`config.mk`:
```
export PLATFORM = sky130hd
export DESIGN_NAME = mecanum_drive_mixer
export DESIGN_NICKNAME = d
export VERILOG_FILES = /design/src/mdm_pkg.sv /design/src/mdm_ctrl.sv /design/src/mdm_dp.sv /design/src/mecanum_drive_mixer.sv
export SDC_FILE = /design/constraint.sdc
export NUM_CORES = 1
export LEC_CHECK = 0
export BUFFER_PORTS_ARGS = -buffer_cell sky130_fd_sc_hd__buf_2
export CELL_PAD_IN_SITES_DETAIL_PLACEMENT = 1
export CELL_PAD_IN_SITES_GLOBAL_PLACEMENT = 2
export CORE_AREA = 2 2 216 218
export CTS_CLUSTER_SIZE = 16
export DETAILED_ROUTE_END_ITERATION = 10
export DIE_AREA = 0 0 218 220
export PLACE_DENSITY = 0.89
export REMOVE_ABC_BUFFERS = 1
export SYNTH_ARGS = -nofsm -noshare
export SYNTH_HDL_FRONTEND = slang
export SYNTH_HIERARCHICAL = 1
export SYNTH_SLANG_ARGS = --single-unit
```
`constraint.sdc`:
```
create_clock -name clk -period 14.7 [get_ports clk]
set_input_delay 0.735 -clock clk [delete_from_list [all_inputs] [get_ports clk]]
set_output_delay 0.735 -clock clk [all_outputs]
set_load 0.03 [all_outputs]
```
`src/mdm_pkg.sv`:
```
package mdm_pkg;

  localparam int WHEELS      = 4;
  localparam int AXIS_W      = 8;
  localparam int DRIVE_W     = 11;
  localparam int MIX_W       = 10;
  localparam int MAG_W       = 9;
  localparam int SCALE_W     = 10;
  localparam int PROD_W      = MAG_W + SCALE_W;
  localparam int QUOT_W      = 10;
  localparam int DIV_STEPS   = QUOT_W;
  localparam int DIV_CNT_W   = $clog2(DIV_STEPS);
  localparam int WHEEL_W     = $clog2(WHEELS);
  localparam int CFG_DATA_W  = 10;
  localparam int CFG_IDX_W   = 2;

  localparam logic signed [MIX_W-1:0] AXIS_CENTRE = 10'sd128;
  localparam logic [MAG_W-1:0]        NORM_FLOOR  = 9'd128;

  localparam logic [7:0]         DEADBAND_RST   = 8'd15;
  localparam logic [9:0]         RAMP_STEP_RST  = 10'd10;
  localparam logic [SCALE_W-1:0] FULL_SCALE_RST = 10'd100;
  localparam logic [WHEELS-1:0]  POLARITY_RST   = 4'd9;

  typedef enum logic [CFG_IDX_W-1:0] {
    REG_DEADBAND   = 2'd0,
    REG_RAMP_STEP  = 2'd1,
    REG_FULL_SCALE = 2'd2,
    REG_POLARITY   = 2'd3
  } mdm_reg_t;

  typedef struct packed {
    logic               load_in;
    logic               mix_en;
    logic               peak_en;
    logic               mul_en;
    logic               div_step;
    logic               ramp_en;
    logic               out_load;
    logic [WHEEL_W-1:0] wheel;
  } mdm_cmd_t;

  typedef struct packed {
    logic link;
  } mdm_status_t;

endpackage

```
`src/mdm_ctrl.sv`:
```
module mdm_ctrl (
  input  logic                clk,
  input  logic                rst,
  input  logic                in_valid,
  output logic                in_ready,
  output logic                out_valid,
  input  logic                out_ready,
  input  mdm_pkg::mdm_status_t status,
  output mdm_pkg::mdm_cmd_t   cmd
);
  import mdm_pkg::*;

  typedef enum logic [2:0] {
    S_IDLE,
    S_MIX,
    S_PEAK,
    S_MUL,
    S_DIV,
    S_RAMP,
    S_DONE
  } state_t;

  state_t               state;
  logic [WHEEL_W-1:0]   wheel;
  logic [DIV_CNT_W-1:0] div_cnt;
  logic                 out_free;

  assign in_ready = (state == S_IDLE);
  assign out_free = !out_valid || out_ready;

  always_comb begin
    cmd          = '0;
    cmd.wheel    = wheel;
    cmd.load_in  = (state == S_IDLE) && in_valid;
    cmd.mix_en   = (state == S_MIX);
    cmd.peak_en  = (state == S_PEAK);
    cmd.mul_en   = (state == S_MUL);
    cmd.div_step = (state == S_DIV);
    cmd.ramp_en  = (state == S_RAMP);
    cmd.out_load = (state == S_DONE) && out_free;
  end

  always_ff @(posedge clk) begin
    if (rst) begin
      state     <= S_IDLE;
      out_valid <= 1'b0;
      wheel     <= '0;
      div_cnt   <= '0;
    end else begin
      if (state == S_DONE && out_free) begin
        out_valid <= 1'b1;
      end else if (out_valid && out_ready) begin
        out_valid <= 1'b0;
      end
      unique case (state)
        S_IDLE: begin
          if (in_valid) begin
            state <= S_MIX;
          end
        end
        S_MIX: begin
          wheel <= '0;
          state <= status.link ? S_PEAK : S_DONE;
        end
        S_PEAK: begin
          state <= S_MUL;
        end
        S_MUL: begin
          div_cnt <= '0;
          state   <= S_DIV;
        end
        S_DIV: begin
          if (div_cnt == DIV_CNT_W'(DIV_STEPS - 1)) begin
            state <= S_RAMP;
          end else begin
            div_cnt <= div_cnt + 1'b1;
          end
        end
        S_RAMP: begin
          if (wheel == WHEEL_W'(WHEELS - 1)) begin
            state <= S_DONE;
          end else begin
            wheel <= wheel + 1'b1;
            state <= S_MUL;
          end
        end
        S_DONE: begin
          if (out_free) begin
            state <= S_IDLE;
          end
        end
        default: begin
          state <= S_IDLE;
        end
      endcase
    end
  end

endmodule

```
`src/mdm_dp.sv`:
```
module mdm_dp (
  input  logic                                   clk,
  input  logic                                   rst,
  input  mdm_pkg::mdm_cmd_t                      cmd,
  output mdm_pkg::mdm_status_t                   status,
  input  logic                                   cfg_we,
  input  logic [mdm_pkg::CFG_IDX_W-1:0]          cfg_index,
  input  logic [mdm_pkg::CFG_DATA_W-1:0]         cfg_data,
  input  logic [mdm_pkg::AXIS_W-1:0]             left_x,
  input  logic [mdm_pkg::AXIS_W-1:0]             left_y,
  input  logic [mdm_pkg::AXIS_W-1:0]             right_x,
  input  logic                                   connected,
  output logic signed [mdm_pkg::DRIVE_W-1:0]     drive_front_left,
  output logic signed [mdm_pkg::DRIVE_W-1:0]     drive_rear_left,
  output logic signed [mdm_pkg::DRIVE_W-1:0]     drive_front_right,
  output logic signed [mdm_pkg::DRIVE_W-1:0]     drive_rear_right,
  output logic                                   stop_all
);
  import mdm_pkg::*;

  // configuration
  logic [7:0]         deadband;
  logic [9:0]         ramp_step;
  logic [SCALE_W-1:0] full_scale;
  logic [WHEELS-1:0]  polarity_mask;

  // captured sample
  logic [AXIS_W-1:0] lx, ly, rx;
  logic              link;

  logic signed [MIX_W-1:0]   mix [WHEELS];
  logic [MAG_W-1:0]          peak;
  logic                      neg;
  logic [MAG_W-1:0]          rem;
  logic [QUOT_W-1:0]         quot;
  logic signed [DRIVE_W-1:0] wheel_command [WHEELS];

  logic signed [MIX_W-1:0]   fwd, rot, str;
  logic [MAG_W-1:0]          peak_c;
  logic [MAG_W-1:0]          mag_w;
  logic [PROD_W-1:0]         prod;
  logic [MAG_W:0]            trial;
  logic                      q_bit;
  logic signed [DRIVE_W:0]   target, cur, up, dn, c_next;
  logic signed [DRIVE_W-1:0] drv [WHEELS];

  function automatic logic signed [MIX_W-1:0] dead(input logic signed [MIX_W-1:0] v,
                                                   input logic [7:0] db);
    logic [MIX_W-1:0] a;
    a = v[MIX_W-1] ? MIX_W'(-v) : v;
    return (a < MIX_W'(db)) ? '0 : v;
  endfunction

  function automatic logic [MAG_W-1:0] mag(input logic signed [MIX_W-1:0] v);
    logic [MIX_W-1:0] n;
    n = MIX_W'(-v);
    return v[MIX_W-1] ? n[MAG_W-1:0] : v[MAG_W-1:0];
  endfunction

  assign status.link = link;

  always_ff @(posedge clk) begin
    if (rst) begin
      deadband      <= DEADBAND_RST;
      ramp_step     <= RAMP_STEP_RST;
      full_scale    <= FULL_SCALE_RST;
      polarity_mask <= POLARITY_RST;
    end else if (cfg_we) begin
      unique case (cfg_index)
        REG_DEADBAND:   deadband      <= cfg_data[7:0];
        REG_RAMP_STEP:  ramp_step     <= cfg_data[9:0];
        REG_FULL_SCALE: full_scale    <= cfg_data[SCALE_W-1:0];
        REG_POLARITY:   polarity_mask <= cfg_data[WHEELS-1:0];
      endcase
    end
  end

  // axis centring and deadband
  always_comb begin
    fwd = dead(AXIS_CENTRE - $signed({2'b00, ly}), deadband);
    rot = dead($signed({2'b00, lx}) - AXIS_CENTRE, deadband);
    str = dead(AXIS_CENTRE - $signed({2'b00, rx}), deadband);
  end

  always_comb begin
    peak_c = NORM_FLOOR;
    for (int i = 0; i < WHEELS; i++) begin
      if (mag(mix[i]) > peak_c) begin
        peak_c = mag(mix[i]);
      end
    end
  end

  assign mag_w = mag(mix[cmd.wheel]);
  assign prod  = PROD_W'(mag_w) * PROD_W'(full_scale);

  // one restoring step per cycle
  assign trial = {rem, quot[QUOT_W-1]} - {1'b0, peak};
  assign q_bit = ({rem, quot[QUOT_W-1]} >= {1'b0, peak});

  always_comb begin
    target = neg ? -$signed({2'b00, quot}) : $signed({2'b00, quot});
    cur    = {wheel_command[cmd.wheel][DRIVE_W-1], wheel_command[cmd.wheel]};
    up     = cur + $signed({2'b00, ramp_step});
    dn     = cur - $signed({2'b00, ramp_step});
    if (cur < target) begin
      c_next = (up < target) ? up : target;
    end else begin
      c_next = (dn > target) ? dn : target;
    end
  end

  always_ff @(posedge clk) begin
    if (cmd.load_in) begin
      lx   <= left_x;
      ly   <= left_y;
      rx   <= right_x;
      link <= connected;
    end
    if (cmd.mix_en) begin
      mix[0] <= fwd + str + rot;
      mix[1] <= fwd - str + rot;
      mix[2] <= fwd - str - rot;
      mix[3] <= fwd + str - rot;
    end
    if (cmd.peak_en) begin
      peak <= peak_c;
    end
    if (cmd.mul_en) begin
      neg  <= mix[cmd.wheel][MIX_W-1];
      rem  <= prod[PROD_W-1:QUOT_W];
      quot <= prod[QUOT_W-1:0];
    end else if (cmd.div_step) begin
      rem  <= q_bit ? trial[MAG_W-1:0] : {rem[MAG_W-2:0], quot[QUOT_W-1]};
      quot <= {quot[QUOT_W-2:0], q_bit};
    end
  end

  always_ff @(posedge clk) begin
    if (rst) begin
      for (int i = 0; i < WHEELS; i++) begin
        wheel_command[i] <= '0;
      end
    end else if (cmd.ramp_en) begin
      wheel_command[cmd.wheel] <= c_next[DRIVE_W-1:0];
    end
  end

  always_comb begin
    for (int i = 0; i < WHEELS; i++) begin
      drv[i] = polarity_mask[i] ? -wheel_command[i] : wheel_command[i];
    end
  end

  always_ff @(posedge clk) begin
    if (cmd.out_load) begin
      drive_front_left  <= link ? drv[0] : '0;
      drive_rear_left   <= link ? drv[1] : '0;
      drive_front_right <= link ? drv[2] : '0;
      drive_rear_right  <= link ? drv[3] : '0;
      stop_all          <= !link;
    end
  end

endmodule

```
`src/mecanum_drive_mixer.sv`:
```
// One item is in work at a time: a new input is taken only once the previous
// result has been loaded into the output register. With the link up, the
// shared 10-step restoring divider serves the four wheels in turn; with the
// link lost, the divider and the ramps are skipped.
// Reset: configuration returns to its defaults (deadband 15, ramp step 10,
// full scale 100, polarity 9), held wheel commands clear, no result pending.
module mecanum_drive_mixer (
  input  logic                                 clk,
  input  logic                                 rst,
  input  logic                                 in_valid,
  output logic                                 in_ready,
  input  logic [mdm_pkg::AXIS_W-1:0]           left_x,
  input  logic [mdm_pkg::AXIS_W-1:0]           left_y,
  input  logic [mdm_pkg::AXIS_W-1:0]           right_x,
  input  logic                                 connected,
  output logic                                 out_valid,
  input  logic                                 out_ready,
  output logic signed [mdm_pkg::DRIVE_W-1:0]   drive_front_left,
  output logic signed [mdm_pkg::DRIVE_W-1:0]   drive_rear_left,
  output logic signed [mdm_pkg::DRIVE_W-1:0]   drive_front_right,
  output logic signed [mdm_pkg::DRIVE_W-1:0]   drive_rear_right,
  output logic                                 stop_all,
  input  logic                                 cfg_valid,
  output logic                                 cfg_ready,
  input  logic [mdm_pkg::CFG_IDX_W-1:0]        cfg_index,
  input  logic [mdm_pkg::CFG_DATA_W-1:0]       cfg_data
);
  import mdm_pkg::*;

  mdm_cmd_t    cmd;
  mdm_status_t status;

  // Configuration writes are always accepted, so the port never stalls.
  assign cfg_ready = 1'b1;

  // Controller: sequences capture, mix and, with the link up, peak search,
  // then per wheel a multiply, ten divide steps and a ramp update, and finally
  // loads the output register once the previous result has been transferred.
  mdm_ctrl u_ctrl (
    .clk       (clk),
    .rst       (rst),
    .in_valid  (in_valid),
    .in_ready  (in_ready),
    .out_valid (out_valid),
    .out_ready (out_ready),
    .status    (status),
    .cmd       (cmd)
  );

  // Datapath: configuration registers, sample capture, mixing, the shared
  // divider, the held wheel commands and the output register. A lost link
  // skips straight to the output load and leaves the wheel commands alone.
  mdm_dp u_dp (
    .clk               (clk),
    .rst               (rst),
    .cmd               (cmd),
    .status            (status),
    .cfg_we            (cfg_valid && cfg_ready),
    .cfg_index         (cfg_index),
    .cfg_data          (cfg_data),
    .left_x            (left_x),
    .left_y            (left_y),
    .right_x           (right_x),
    .connected         (connected),
    .drive_front_left  (drive_front_left),
    .drive_rear_left   (drive_rear_left),
    .drive_front_right (drive_front_right),
    .drive_rear_right  (drive_rear_right),
    .stop_all          (stop_all)
  );

endmodule

```
==> results_dict.tcl <==
set metrics [dict create \
    drt.antenna.violating_nets 0 \
    number_of_global_route_vias_before_repair 16800 \
    cp_slowest_cell "a21oi_1" \
    worstSetupPathType "reg -> reg" \
    drt-vias-per-instance 5.68 \
    num-fill-cells 5293 \
    numCtsBuffers 27 \
    clock_sinks 222 \
    globalplace.congestion 0.894 \
    hold_path.startpoint "left_x[4]" \
    synth.distinct_cells 91 \
    tritoncts_clock_tree "yes" \
    post-route-min-period_ns 9.72 \
    die_area_sq_um 48000 \
    setup.worst_path.start "u_dp/mix[1][0]$_DFFE_PP_" \
    path_max_fanout 20 \
    post-cts-setup-buffer-count 0 \
    grt_setup_unrepaired "false" \
    flow.area_growth_from_synthesis_pct 9.15 \
    port-buffer-count 88 \
    crit_path_max_incr_delay_ns 0.81 \
    worst_slew_pin_slew_ns 1.19 \
    cts_max_level 1 \
    num-nets-final 2509 \
    ctsHoldBuffers 0 \
    syn_inst 2136 \
    worstSetupEndpointType "flip-flop" \
    highest_attainable_clock_frequency_ghz 0.103 \
    run_status "complete, no violations" \
    summed_instance_area_of_the_synthesized_netlist_sq_um 19900 \
    timing.final.setup_violations 0 \
    clk_pin_slew_ns 0.06 \
    fin_setup_tns_ns 0 \
    postSynth.topFlopCell "edfxtp_1" \
    final_cell_count_no_fill 2808 \
    routed_vias 16000 \
    hpwlAfterDp_microns 46800 \
    ys_warn_count 6 \
    worst_hold_class "in -> reg" \
    post_route_cells_drive_above_1_share 0.0913 \
    pin_count 90 \
    asyncSetResetFlopFracSynth 0 \
    layout.core_utilization 0.474 \
    chipWidth_microns 218 \
    timing.final.crit_share 0.661 \
    grt_max_degree 48 \
    max_cap_viol_count 0 \
    dp.cells 2759 \
    ctsLongestPathBuffers 3 \
    post_cts_resized 0 \
    crit-reg2reg-launch "u_dp/mix[1][0]$_DFFE_PP_" \
    final_max_slew_viol_count 0 \
    first_drt_iteration_drcs 962 \
    final_hold_viol_count 0 \
    first_pass_detailed_route_iteration_total 5 \
    required_ns 15.00 \
    routedWlPerCell_microns 20.7 \
    critical_path_arrival_ns 10.02 \
    worst_clock_skew_ns 0.0205 \
    initial_utilization 0.434 \
    regToRegSetupSlack_ns 4.98 \
    synth_seq_cells 222 \
    syn_avg_cell_area_sq_um 9.32 \
    max-slew-margin-rel 0.199 \
    floorplan.die.height_microns 220 \
    drc_errors 0 \
    placeable_area_sq_um 45900 \
    grt_pass1_wl_microns 91900 \
    antenna-diode-count 0 \
    clk-insertion-delay-late_ns 0.57 \
    worst_setup_path_start_kind "flip-flop" \
    grt.total_usage 0.241 \
    seq_area_frac_synth 0.314 \
    antenna_violations_before_repair 0 \
    count_of_standard_cell_rows 79 \
    ctsRootBufferMaster "clkbuf_16" \
    drt_wl_total_microns 58200 \
    synth-edff-count 180 \
    globalRouteOverflowTotal 0 \
]
==> layout make-up <==
cell class,instances,area [sq um],area share
Clock inverter,13,119,0.00547
Timing Repair Buffer,95,497,0.0229
Inverter,193,724,0.0333
Sequential cell,222,6250,0.287
Tap cell,607,759,0.0349
Multi-Input combinational cell,1643,12600,0.582
Clock buffer,35,747,0.0344
==> per-layer routing <==
layer	track usage	routed length, microns	up-vias
met1	0.321	26200	8013
met2	0.422	28400	310
met4	0.0485	1080	0
li1	-	-	7568
met3	0.0300	2510	71
met5	0	0	-
==> cell usage in the layout (no fill, tap or decap), types with 12 or more instances in the layout <==
cell,count
o21bai_1,13
or3_1,26
mux2i_1,32
nor3_1,45
and2_1,33
buf_2,88
a31oi_1,12
clkbuf_16,28
a21oi_1,102
nand3_1,34
nor2_1,206
ha_1,219
nor2b_1,56
o21a_1,15
mux4_2,20
o31ai_1,32
mux2_2,12
nand2b_1,36
xor2_1,85
a21o_1,21
inv_1,192
a211oi_1,13
o21ai_0,85
o21ai_1,13
xnor2_1,97
fa_1,66
nand2_1,192
edfxtp_1,180
dfxtp_1,42
==> Yosys cell counts, types with 53 or more instances <==
master	number	area [sq um]
xnor2_1	97	850
clkbuf_1	53	199
xor2_1	85	744
a21oi_1	102	510
nand2_1	192	721
edfxtp_1	180	5410
fa_1	66	1320
ha_1	219	2740
inv_1	192	721
nor2_1	208	781
nor2b_1	56	350
o21ai_0	85	425
==> critical path, delay by kind of cell (launching register included) <==
family          cells  cell delay (ns)
flops               1             0.77
mux                 1             0.44
fa+ha+maj           4             1.25
simple gates       12             3.39
compound gates     11             3.03
buf+inv             2             0.56
==> registers in the layout (all words and copies together) (netlist names), 8 cells and up <==
name and count:
u_dp/drive_front_left 11, u_dp/quot 10, u_dp/mix 37, u_dp/peak 9, u_dp/wheel_command 44, u_dp/drive_rear_right 11
u_dp/drive_rear_left 11, u_dp/drive_front_right 11, u_dp/ly 8, u_dp/ramp_step 10, u_dp/full_scale 10, u_dp/lx 8
u_dp/rem 9, u_dp/rx 8, u_dp/deadband 8
==> per-stage QoR <==
| step | area [sq um] | hold slack [ns] | worst slack, ns |
|---|---|---|---|
| 2_1_floorplan | 19600 | 0.457 | 7.08 |
| 3_3_place_gp | 20900 | 0.487 | 5.42 |
| 3_5_place_dp | 20900 | 0.493 | 4.98 |
| 4_1_cts | 21700 | 0.305 | 5.01 |
| 5_1_grt | 21700 | 0.312 | 4.19 |
| 6_report | 21700 | 0.334 | 4.98 |
==> cells by family after synthesis <==
family,count (synthesis),share of synthesized area
flops,222,0.314
fa+ha+maj,285,0.204
compound gates,403,0.133
mux,64,0.0455
other cells,1,0.000188
simple gates,707,0.171
buf+inv,271,0.0522
xor+xnor,183,0.0809
==> path summary, 6_finish.rpt <==
kind / endpoint / cells after the start
min: u_dp/lx[4]$_DFFE_PP_ / 1
min reg2reg: u_ctrl/div_cnt[3]$_SDFFE_PP0P_ / 2
max reg2reg: u_dp/peak[6]$_DFFE_PP_ / 30
max: u_dp/peak[6]$_DFFE_PP_ / 30
Power is left out: the tool's default activity adds up to more than one toggle a clock period on the data nets, which glitch-free logic cannot reach.
